[src/hw/rtl/fault_set_clear_qualifier_assert.svh]
// Assertion macros shared by the qualifier RTL.
`ifndef FAULT_SET_CLEAR_QUALIFIER_ASSERT_SVH
`define FAULT_SET_CLEAR_QUALIFIER_ASSERT_SVH

// Same-cycle implication, checked outside reset.
`define FSQ_ASSERT_NOW(label, clk, rst, cond, prop) \
   label: assert property (@(posedge clk) disable iff (rst) (cond) |-> (prop)) \
      else $error("fault qualifier: same-cycle check failed");

// Next-cycle implication, checked outside reset.
`define FSQ_ASSERT_NEXT(label, clk, rst, cond, prop) \
   label: assert property (@(posedge clk) disable iff (rst) (cond) |=> (prop)) \
      else $error("fault qualifier: next-cycle check failed");

`endif

[src/hw/rtl/fsq_pkg.sv]
package fsq_pkg;

   localparam int BANK_W  = 1;
   localparam int INDEX_W = 4;
   localparam int DELAY_W = 16;

   // Commands from the controller to the datapath.
   typedef struct packed {
      logic clear;    // write a zero entry at the sweep address
      logic capture;  // latch an accepted poll
      logic read;     // read the table entry of the latched poll
      logic update;   // write back the updated entry and issue the result
   } cmd_type;

   // Status from the datapath to the controller.
   typedef struct packed {
      logic clear_last;  // sweep address is at the last entry
   } status_type;

endpackage

[src/hw/rtl/fsq_ctrl.sv]
module fsq_ctrl (
   input  logic                clock,
   input  logic                reset,
   input  logic                start,
   output logic                busy,
   output fsq_pkg::cmd_type    cmd,
   input  fsq_pkg::status_type status
);

   typedef enum logic [3:0] {
      ST_CLEAR  = 4'b0001,
      ST_IDLE   = 4'b0010,
      ST_READ   = 4'b0100,
      ST_UPDATE = 4'b1000
   } state_type;

   state_type state_ff;
   state_type state_in;

   always_comb begin
      state_in    = state_ff;
      cmd.clear   = 1'b0;
      cmd.capture = 1'b0;
      cmd.read    = 1'b0;
      cmd.update  = 1'b0;
      unique case (state_ff)
         ST_CLEAR: begin
            cmd.clear = 1'b1;
            if (status.clear_last) begin
               state_in = ST_IDLE;
            end
         end
         ST_IDLE: begin
            if (start) begin
               cmd.capture = 1'b1;
               state_in    = ST_READ;
            end
         end
         ST_READ: begin
            cmd.read = 1'b1;
            state_in = ST_UPDATE;
         end
         ST_UPDATE: begin
            cmd.update = 1'b1;
            state_in   = ST_IDLE;
         end
         default: begin
            state_in = ST_CLEAR;
         end
      endcase
   end

   assign busy = (state_ff != ST_IDLE);

   always_ff @(posedge clock) begin
      if (reset) begin
         state_ff <= ST_CLEAR;
      end else begin
         state_ff <= state_in;
      end
   end

endmodule

[src/hw/rtl/fsq_datapath.sv]
module fsq_datapath #(
   parameter int ENTRIES_PER_BANK = 16,
   parameter int BANK_COUNT       = 2,
   parameter int COUNT_BITS       = 16
) (
   input  logic                            clock,
   input  logic                            reset,
   input  fsq_pkg::cmd_type                cmd,
   output fsq_pkg::status_type             status,
   input  logic [fsq_pkg::BANK_W-1:0]      req_bank,
   input  logic [fsq_pkg::INDEX_W-1:0]     req_fault_index,
   input  logic                            req_func,
   input  logic [fsq_pkg::DELAY_W-1:0]     req_delay_count,
   output logic                            rsp_strobe,
   output logic                            rsp_fault_flag
);

   localparam int DEPTH   = BANK_COUNT * ENTRIES_PER_BANK;
   localparam int ADDR_W  = $clog2(DEPTH);
   localparam int ENTRY_W = 2 * COUNT_BITS + 1;
   localparam int CMP_W   = (COUNT_BITS > fsq_pkg::DELAY_W) ? COUNT_BITS : fsq_pkg::DELAY_W;

   localparam logic [COUNT_BITS-1:0] COUNT_MAX = {COUNT_BITS{1'b1}};
   localparam logic [CMP_W-1:0]      MAX_EXT   = CMP_W'(COUNT_MAX);

   // Entry layout: {flag, clear counter, set counter}
   logic [ENTRY_W-1:0] table_mem [DEPTH];

   logic [ADDR_W-1:0]              clr_addr_ff;
   logic [ADDR_W-1:0]              clr_addr_in;
   logic [ADDR_W-1:0]              addr_ff;
   logic [ADDR_W-1:0]              addr_in;
   logic                           in_range_ff;
   logic                           in_range_in;
   logic                           func_ff;
   logic [fsq_pkg::DELAY_W-1:0]    delay_ff;
   logic [ENTRY_W-1:0]             rd_data_ff;
   logic                           rsp_strobe_ff;
   logic                           rsp_flag_ff;
   logic                           rsp_flag_in;

   logic [COUNT_BITS-1:0] set_cnt;
   logic [COUNT_BITS-1:0] clr_cnt;
   logic                  old_flag;
   logic [COUNT_BITS-1:0] own_cnt;
   logic [COUNT_BITS-1:0] other_cnt;
   logic [COUNT_BITS-1:0] inc_cnt;
   logic [CMP_W-1:0]      delay_ext;
   logic [COUNT_BITS-1:0] clamp_cnt;
   logic                  qualified;
   logic [COUNT_BITS-1:0] new_own;
   logic [COUNT_BITS-1:0] new_other;
   logic                  new_flag;
   logic [ENTRY_W-1:0]    wr_data;
   logic [ADDR_W-1:0]     wr_addr;
   logic                  wr_en;

   function automatic logic [COUNT_BITS-1:0] req_func_sel(
      input logic                  sel,
      input logic [COUNT_BITS-1:0] a,
      input logic [COUNT_BITS-1:0] b
   );
      return sel ? b : a;
   endfunction

   // Decode the poll into a flat table address.
   assign in_range_in = (32'(req_bank) < BANK_COUNT) && (32'(req_fault_index) < ENTRIES_PER_BANK);
   assign addr_in     = ADDR_W'(32'(req_bank) * 32'(ENTRIES_PER_BANK) + 32'(req_fault_index));

   assign clr_addr_in       = clr_addr_ff + ADDR_W'(1);
   assign status.clear_last = (clr_addr_ff == ADDR_W'(DEPTH - 1));

   assign set_cnt  = rd_data_ff[COUNT_BITS-1:0];
   assign clr_cnt  = rd_data_ff[2*COUNT_BITS-1:COUNT_BITS];
   assign old_flag = rd_data_ff[ENTRY_W-1];

   always_comb begin
      own_cnt   = req_func_sel(func_ff, set_cnt, clr_cnt);
      other_cnt = req_func_sel(func_ff, clr_cnt, set_cnt);
   end

   // Saturating count, then qualify against the delay.
   assign inc_cnt   = (own_cnt == COUNT_MAX) ? COUNT_MAX : own_cnt + COUNT_BITS'(1);
   assign delay_ext = CMP_W'(delay_ff);
   assign clamp_cnt = (delay_ext >= MAX_EXT) ? COUNT_MAX : COUNT_BITS'(delay_ext);
   assign qualified = (CMP_W'(inc_cnt) >= delay_ext);
   assign new_own   = qualified ? clamp_cnt : inc_cnt;
   assign new_other = qualified ? '0 : other_cnt;
   // A qualified set attempt raises the flag, a qualified clear attempt drops it.
   assign new_flag  = qualified ? ~func_ff : old_flag;

   always_comb begin
      if (func_ff) begin
         wr_data = {new_flag, new_own, new_other};
      end else begin
         wr_data = {new_flag, new_other, new_own};
      end
      if (cmd.clear) begin
         wr_data = '0;
      end
   end

   assign wr_addr     = cmd.clear ? clr_addr_ff : addr_ff;
   assign wr_en       = cmd.clear || (cmd.update && in_range_ff);
   assign rsp_flag_in = in_range_ff & new_flag;

   always_ff @(posedge clock) begin
      if (wr_en) begin
         table_mem[wr_addr] <= wr_data;
      end
      if (cmd.read) begin
         rd_data_ff <= table_mem[addr_ff];
      end
   end

   always_ff @(posedge clock) begin
      if (cmd.capture) begin
         addr_ff     <= addr_in;
         in_range_ff <= in_range_in;
         func_ff     <= req_func;
         delay_ff    <= req_delay_count;
      end
      if (cmd.update) begin
         rsp_flag_ff <= rsp_flag_in;
      end
   end

   always_ff @(posedge clock) begin
      if (reset) begin
         clr_addr_ff   <= '0;
         rsp_strobe_ff <= 1'b0;
      end else begin
         if (cmd.clear) begin
            clr_addr_ff <= clr_addr_in;
         end
         rsp_strobe_ff <= cmd.update;
      end
   end

   assign rsp_strobe     = rsp_strobe_ff;
   assign rsp_fault_flag = rsp_flag_ff;

endmodule

[src/hw/rtl/fault_set_clear_qualifier.sv]
// Fault set/clear qualifier: a debounce counter table of
// BANK_COUNT * ENTRIES_PER_BANK entries, each with a set counter, a clear
// counter and a qualified flag.
// Request: drive req_bank, req_fault_index, req_func (0 set attempt,
// 1 clear attempt) and req_delay_count with start high; the poll is
// transferred at the clock edge where start is high and busy is low.
// Response: rsp_strobe is high for exactly one cycle with rsp_fault_flag,
// the entry's flag after the poll; the receiver cannot hold it off.
// Out-of-range bank or index changes nothing and returns a zero flag.
// Sequence: the poll is captured at the request edge, the entry is read
// into a register, then the updated entry is written back and the strobe
// registered. No new poll is taken during this read-modify-write of the
// single-port table; busy drops in the strobe cycle, so the next poll
// can go in then.
// Reset: synchronous, active high. After reset a clearing pass writes one
// zero entry per cycle to each of the BANK_COUNT * ENTRIES_PER_BANK entries
// (32 by default), with busy held high.
`include "fault_set_clear_qualifier_assert.svh"

module fault_set_clear_qualifier #(
   parameter int ENTRIES_PER_BANK = 16,
   parameter int BANK_COUNT       = 2,
   parameter int COUNT_BITS       = 16
) (
   input  logic                            clock,
   input  logic                            reset,
   input  logic                            start,
   output logic                            busy,
   input  logic [fsq_pkg::BANK_W-1:0]      req_bank,
   input  logic [fsq_pkg::INDEX_W-1:0]     req_fault_index,
   input  logic                            req_func,
   input  logic [fsq_pkg::DELAY_W-1:0]     req_delay_count,
   output logic                            rsp_strobe,
   output logic                            rsp_fault_flag
);

   fsq_pkg::cmd_type    cmd;
   fsq_pkg::status_type status;

   fsq_ctrl u_ctrl (
      .clock  (clock),
      .reset  (reset),
      .start  (start),
      .busy   (busy),
      .cmd    (cmd),
      .status (status)
   );

   fsq_datapath #(
      .ENTRIES_PER_BANK (ENTRIES_PER_BANK),
      .BANK_COUNT       (BANK_COUNT),
      .COUNT_BITS       (COUNT_BITS)
   ) u_datapath (
      .clock           (clock),
      .reset           (reset),
      .cmd             (cmd),
      .status          (status),
      .req_bank        (req_bank),
      .req_fault_index (req_fault_index),
      .req_func        (req_func),
      .req_delay_count (req_delay_count),
      .rsp_strobe      (rsp_strobe),
      .rsp_fault_flag  (rsp_fault_flag)
   );

   `FSQ_ASSERT_NEXT(a_accept_busy, clock, reset, start && !busy, busy)
   `FSQ_ASSERT_NEXT(a_single_strobe, clock, reset, rsp_strobe, !rsp_strobe)
   `FSQ_ASSERT_NOW(a_strobe_after_update, clock, reset, rsp_strobe, $past(cmd.update))
   `FSQ_ASSERT_NOW(a_no_work_while_clearing, clock, reset, cmd.clear, !cmd.capture && !cmd.update)

endmodule

[config.mk]
export PLATFORM = sky130hd
export DESIGN_NAME = fault_set_clear_qualifier
export DESIGN_NICKNAME = d
export VERILOG_FILES = /design/src/hw/rtl/fsq_pkg.sv /design/src/hw/rtl/fsq_ctrl.sv /design/src/hw/rtl/fsq_datapath.sv /design/src/hw/rtl/fault_set_clear_qualifier.sv
export VERILOG_INCLUDE_DIRS = /design/src /design/src/hw/rtl
export SDC_FILE = /design/constraint.sdc
export NUM_CORES = 1
export LEC_CHECK = 0
export CORE_MARGIN = 2
export CORE_UTILIZATION = 45
export CTS_CLUSTER_SIZE = 8
export DETAILED_ROUTE_END_ITERATION = 10
export DONT_BUFFER_PORTS = 1
export PLACE_DENSITY_LB_ADDON = 0.12
export SYNTH_ARGS = -nofsm -noshare
export SYNTH_HDL_FRONTEND = slang
export SYNTH_SLANG_ARGS = --single-unit
[constraint.sdc]
create_clock -name clock -period 5.55 [get_ports clock]
set_input_delay 0 -clock clock [delete_from_list [all_inputs] [get_ports clock]]
set_output_delay 0 -clock clock [all_outputs]
set_load 0.02 [all_outputs]
=== Yosys cells after proc, flatten, opt, wreduce, memory -nomap -nowiden ===
Memories as Yosys holds them, arrays and structs flattened. A register that Yosys moved wholly into a read port is not among the register bits.
Cells that the tools add are included.

* Word-level logic and storage cells: 45
* Memories: 1
* Input bits: 25
* Bits in writable memories: 1,056
* Register bits after elaboration: 33
* Output and inout bits: 3

* Add/sub/neg operators: 3
* Mux-type cells: 20
* Bitwise operators: 1
* Magnitude comparators: 2
* Reduce and logical (&&, ||, !) cells: 2
* Equality and inequality tests: 9

{| class="wikitable"
|+ Memory list
! name !! words !! width !! read ports !! clocked after memory_dff !! write ports !! line !! RTL
|-
| u_datapath.table_mem || 32 || 33 || 1 || 1 || 1 || fsq_datapath.sv:27 || <nowiki>logic [ENTRY_W-1:0] table_mem [DEPTH];</nowiki>
|}

{| class="wikitable"
|+ Operator list
! operator !! number
|-
| 16-bit two-way mux || 6
|-
| 33-bit two-way mux || 1
|-
| 32-bit two-way mux || 1
|-
| 16-bit by 1-bit adder with 16-bit output, second input constant || 1
|-
| 16-bit equality test, second input constant || 1
|-
| 16-bit >= comparator || 1
|-
| 16-bit >= comparator, second input constant || 1
|-
| 4-bit case mux with 4 select lines || 1
|-
| 1-bit two-way mux || 8
|-
| 4-bit two-way mux || 2
|-
| 5-bit by 1-bit adder with 5-bit output, second input constant || 1
|-
| 5-bit by 4-bit adder with 5-bit output || 1
|-
| 5-bit equality test, second input constant || 1
|-
| 5-bit two-way mux || 1
|-
| 4-bit by 1-bit equality test with 1-bit output, second input constant || 1
|-
| 4-bit by 2-bit equality test with 1-bit output, second input constant || 1
|-
| 4-bit by 3-bit equality test with 1-bit output, second input constant || 1
|-
| 4-bit equality test, second input constant || 1
|-
| 2-bit != test, second input constant || 2
|-
| 4-bit by 2-bit != test with 1-bit output, second input constant || 1
|-
| 2-bit AND reduction || 1
|-
| 1-bit logical OR || 1
|-
| 1-bit inverter || 1
|}

=== Depth between registers and ports, before layout ===
* Word-level depth: 7
* Depth in mapped cells: 20
* Depth with buffers taken out: 15

=== Hierarchy ===
Synthesis repeated with hierarchy kept, for this count alone.

* Cell total of the unflattened synthesis: 1,981
* Area total of the unflattened synthesis: 44,453.9 µm²

{| class="wikitable"
|+ Modules (own cells, without submodules)
! module !! sequential area each (µm²) !! instances !! area an instance (µm²) !! cells each
|-
| fsq_datapath || 33,512.1 || 1 || 44,232.4 || 1,959
|-
| fsq_ctrl || 80.1 || 1 || 221.5 || 22
|}

=== Worst setup path before layout ===
No wires, ideal clock.

* Path type: flip-flop to flip-flop
* Start: reg u_datapath.func_ff
* End: mem u_datapath.table_mem[0][24] in the netlist's numbering, data pin
* Path buffers: 6
* Setup time: 0.491 ns
* Period minus slack after synthesis: 6.020 ns
* Required time: 5.059 ns
* Stages on the path, launching flop included: 19
* Path slack: -0.470 ns
* Arrival: 5.529 ns
* Path through: edfxtp_1 > buf_2 > buf_2 > clkbuf_1 > clkbuf_1 > mux2_2 > ha_1 > o21a_1 > nand4_1 > buf_2 > o21ai_1 > ha_1 > a211oi_1 > nor2_1 > a2111o_1 > a21oi_1 > clkbuf_1 > nand2_1 > a311oi_1

* Longest elaborated chain between the ends: 7
* Elaborated cells between the ends (all ways): 10
* Those cells by class: add/sub: 1; order compare: 1; eq/ne: 1; mux: 7

{| class="wikitable"
|+ RTL lines
! what !! line !! RTL
|-
| start, declared || fsq_datapath.sv:35 || <nowiki>logic func_ff;</nowiki>
|-
| start signal, assigned || fsq_datapath.sv:120 || <nowiki>func_ff <= req_func;</nowiki>
|-
| 16-bit two-way mux || fsq_datapath.sv:63 || <nowiki>return sel ? b : a;</nowiki>
|-
| 16-bit by 1-bit adder with 16-bit output or 16-bit equality test (tied branches) || fsq_datapath.sv:83 || <nowiki>assign inc_cnt = (own_cnt == COUNT_MAX) ? COUNT_MAX : own_cnt + COUNT_BITS'(1);</nowiki>
|-
| 16-bit two-way mux || fsq_datapath.sv:83 ||
|-
| 16-bit >= comparator || fsq_datapath.sv:86 || <nowiki>assign qualified = (CMP_W'(inc_cnt) >= delay_ext);</nowiki>
|-
| 16-bit two-way mux, on equally long branches || fsq_datapath.sv:88, fsq_datapath.sv:87 ||
|-
| 32-bit two-way mux * || fsq_datapath.sv:93 || <nowiki>if (func_ff) begin</nowiki>
|-
| 33-bit two-way mux * || fsq_datapath.sv:98 || <nowiki>if (cmd.clear) begin</nowiki>
|-
| net u_datapath.wr_data[24] || fsq_datapath.sv:54 || <nowiki>logic [ENTRY_W-1:0] wr_data;</nowiki>
|-
| end, declared || fsq_datapath.sv:27 ||
|}

Mark *: on every way through the listed nets, which the timed path passes. The rest lies on a longest branch.

=== Final worst setup path ===
* Start: reg u_datapath.func_ff
* End: mem u_datapath.table_mem[19][5] in the netlist's numbering, data pin

* Longest elaborated chain between the ends: 7
* Elaborated cells between the ends (all ways): 10
* Those cells by class: add/sub: 1; order compare: 1; eq/ne: 1; mux: 7

{| class="wikitable"
|+ RTL lines
! what !! line
|-
| 16-bit two-way mux || fsq_datapath.sv:63
|-
| 16-bit by 1-bit adder with 16-bit output or 16-bit equality test (tied branches) || fsq_datapath.sv:83
|-
| 16-bit two-way mux || fsq_datapath.sv:83
|-
| 16-bit >= comparator || fsq_datapath.sv:86
|-
| 16-bit two-way mux, on equally long branches || fsq_datapath.sv:87, fsq_datapath.sv:88
|-
| 32-bit two-way mux * || fsq_datapath.sv:93
|-
| 33-bit two-way mux * || fsq_datapath.sv:98
|-
| net u_datapath.wr_data[5] || fsq_datapath.sv:54
|}

Marked as above.

==> results.toml <==
[status]
status = "finished, final reports clean"

[synthesis]
synthesis.area_sq_um = 44200
ys_types = 49
synth_seq_cells = 1122
yosys_warnings = 0
seq_area_frac_synth_pct = 76.0
synth_ff_type = "edfxtp_1"
synth_top_area_share_pct = 75.5
synth_edf_count = 1112
synth_nets = 2013
netlist_instances = 1969
postSynthAreaPerCell_sq_um = 22.5
synth-async-reset-ratio_pct = 0
yosys.area.top_type = "edfxtp_1"
yosys-top-cells-area = "edfxtp_1, mux4_2, mux2_2"

[drt]
drcViolationCount = 0
first_pass_iters = 5
drt-wirelength-per-cell_microns = 33.2
wirelength_mm = 115
drtIter0Drc = 2187
via_per_inst = 6.18
ant_nets = 0
vias = 21500

[timing]
period_share_pct = 89.6
timing.slew.headroom_pct = 23.1
setup-violations-final = 0
finClkSkew_ps = 37.0
hold_viol = 0
finalSetupTns_ps = 0
fin_ws_ps = 578
grt_setup_unrepaired = "false"
fmax_mhz = 201
fin_crit_ps = 4970
finalMaxSlewViolations = 0
max_slew.worst_pin.slew_ps = 1150
whs_ps = 39.1

[layout]
postLayoutCoreUtil_pct = 53.0
multi_input_area_sq_um = 10600
layout-drive-gt1-share_pct = 32.3
syn2layout_area_growth_pct = 16.2
instances_no_fill = 3476
nFillCells = 7397
nets = 2213
diodes = 0
finalInstanceArea_sq_um = 51400
ff_latch_area_sq_um = 33600

[pwr]
p_sw_mw = 3.53
p_int_mw = 14.5
combPwrFrac_pct = 1.3
vdd_drop_max_v = 0.000270
switching_share_pct = 19.6
p_leak_nw = 14.5
power_mw = 18.0
pwr-share-seq_pct = 51.8
powerDensity_nw_per_um2 = 350
pwr-share-clk_pct = 46.9

[run]
cap_violations = 0

[clock_network]
cts_buffers = 158
clkSinkCount = 1122
htree_num_levels = 4
clkTransAtPathRegs_ps = 50
clock-root-buffer = "clkbuf_16"
tritoncts = "built"
clock_latency_ps = 760
clockBufferDepth = 3

[worst_setup_path]
crit_path_max_fanout = 32
crit_arrival_ps = 5480
cp.required_ps = 6060
r2r-end = "u_datapath.table_mem[19][5]"
start_kind = "register"
worst-setup-path-type = "register to register"
r2r_slack_ps = 580
rr_startpoint = "u_datapath.func_ff"
cpMostUsedCell = "buf_4"
ff2ff_path_depth = 18
worstPathCellList = "buf_4 -> buf_4 -> nand3b_1 -> a222oi_1 -> buf_4 -> nand2_1 -> xor2_1 -> nor2_1 -> inv_1 -> ha_1 -> a21oi_1 -> o21ai_0 -> a2111o_1 -> a21oi_4 -> buf_4 -> nor2_1 -> o32ai_4 -> buf_4"
max_stage_delay_ps = 470
critPathCaptureType = "register"
cp_slowest_cell = "a2111o_1"

[floorplanning]
rows = 114
die_area_sq_um = 101000
pin_count = 28
die_w_microns = 318
initial_core_util_pct = 45.6
core-area_sq_um = 97000
die_h_microns = 318

[placement]
gp_congestion = 0.897
post-place-ws_ps = 477
hpwlAfterDp_mm = 61.2
port_buffers = 0
place_inst = 3233
place_area_sq_um = 46700

[min_path]
hp-start = "req_fault_index[2]"
hold_depth = 1
min_to = "u_datapath.addr_ff[2]"
worstHoldPathType = "input port to register"

[grt]
gr-total-overflow = 0
grt_max_degree = 98
antenna_found_initial = 1
grt_pass1_vias = 22300
grt_first_pass_wirelength_mm = 165
grt_usage_pct = 23.1
## worst max-delay path by stage
stage,start,cells past startpoint,slack (ps),end
floorplan,u_datapath.func_ff,18,-340,u_datapath.table_mem[0][4]
global placement,u_datapath.func_ff,17,600,u_datapath.table_mem[21][5]
detailed placement,u_datapath.func_ff,17,480,u_datapath.table_mem[21][5]
CTS,u_datapath.func_ff,17,450,u_datapath.table_mem[17][5]
global route,u_datapath.func_ff,17,260,u_datapath.table_mem[13][6]
finish,u_datapath.func_ff,18,580,u_datapath.table_mem[19][5]
## power groups by stage
stage               Combinational (mW)  Sequential, mW  Clock [mW]
global placement                 0.201            9.48           0
CTS                              0.232            9.33        8.59
finish                           0.231            9.33        8.44
global route                     0.238            9.33        8.94
floorplan                       0.0904            9.48           0
detailed placement               0.202            9.49           0
## cells in the mapped netlist, types with 13 or more instances
master / number
ha_1: 19
nor2_1: 69
clkbuf_1: 60
nand3_1: 32
mux2_2: 39
buf_4: 20
inv_1: 19
edfxtp_1: 1112
mux4_2: 330
buf_2: 13
a21oi_1: 20
nand2_1: 47
o21ai_0: 14
## cell families after synthesis
| kind of cell | count (synthesis) | share of synthesized area, % |
|---|---|---|
| XOR/XNOR | 13 | 0.257 |
| buffers and inverters | 127 | 1.37 |
| flip-flops | 1122 | 76.0 |
| AO/OA/AOI/OAI | 88 | 1.35 |
| multiplexers | 381 | 18.1 |
| adder cells (fa/ha/maj) | 19 | 0.538 |
| AND/OR/NAND/NOR | 219 | 2.47 |
## cells in the final DEF (no fill, tap or decap), types with 6 or more instances in the layout
cell type,n
edfxtp_1,1112
mux4_2,330
clkbuf_16,159
buf_4,90
nand2_1,47
dlygate4sd3_1,46
mux2_2,39
nor2_1,36
nor2_4,33
nand3_1,32
inv_1,19
ha_1,19
a21oi_1,18
clkbuf_1,17
o21ai_0,14
mux2i_1,12
nand4b_1,12
buf_12,12
nand3b_1,10
nand4_1,10
dfxtp_1,10
nand2b_1,8
nor3_1,7
xor2_1,7
inv_6,7
xnor2_1,6
## per-layer routing
layer | vias up | share of wire (%) | track usage, %
li1 | 8769 | - | -
met1 | 11800 | 43 | 32.1
met2 | 742 | 50 | 38.0
met3 | 170 | 5.3 | 3.83
met4 | 0 | 2.4 | 6.95
met5 | - | 0 | 0
## critical path, delay by kind of cell (launching register included)
kind / cells / cell delay [ps]
AO/OA/AOI/OAI: 6 / 1820
buffers and inverters: 6 / 1380
AND/OR/NAND/NOR: 4 / 690
flip-flops: 1 / 350
adder cells (fa/ha/maj): 1 / 290
XOR/XNOR: 1 / 160
## registers in the layout, summed over array words and instances (netlist names), 4 cells and up
signal	count
u_datapath.table_mem	1056
u_ctrl.state_ff	4
u_datapath.addr_ff	5
u_datapath.clr_addr_ff	5
u_datapath.rd_data_ff	33
u_datapath.delay_ext	16
## area by class of cell
class / count / share of cell area (%)
Sequential cell: 1122 / 65.3
Clock buffer: 176 / 7.86
Inverter: 19 / 0.139
Timing Repair Buffer: 148 / 2.68
Clock inverter: 15 / 0.338
Tap cell: 1276 / 3.11
Multi-Input combinational cell: 720 / 20.5
## timing repair
action,in CTS,in global routing
endpoints found under the hold margin,54,0
setup buffers,0,6
setup endpoints to repair,0,166
hold buffers,46,0
resized for setup,0,3
Note: power is estimated with default switching activity, not from simulation.
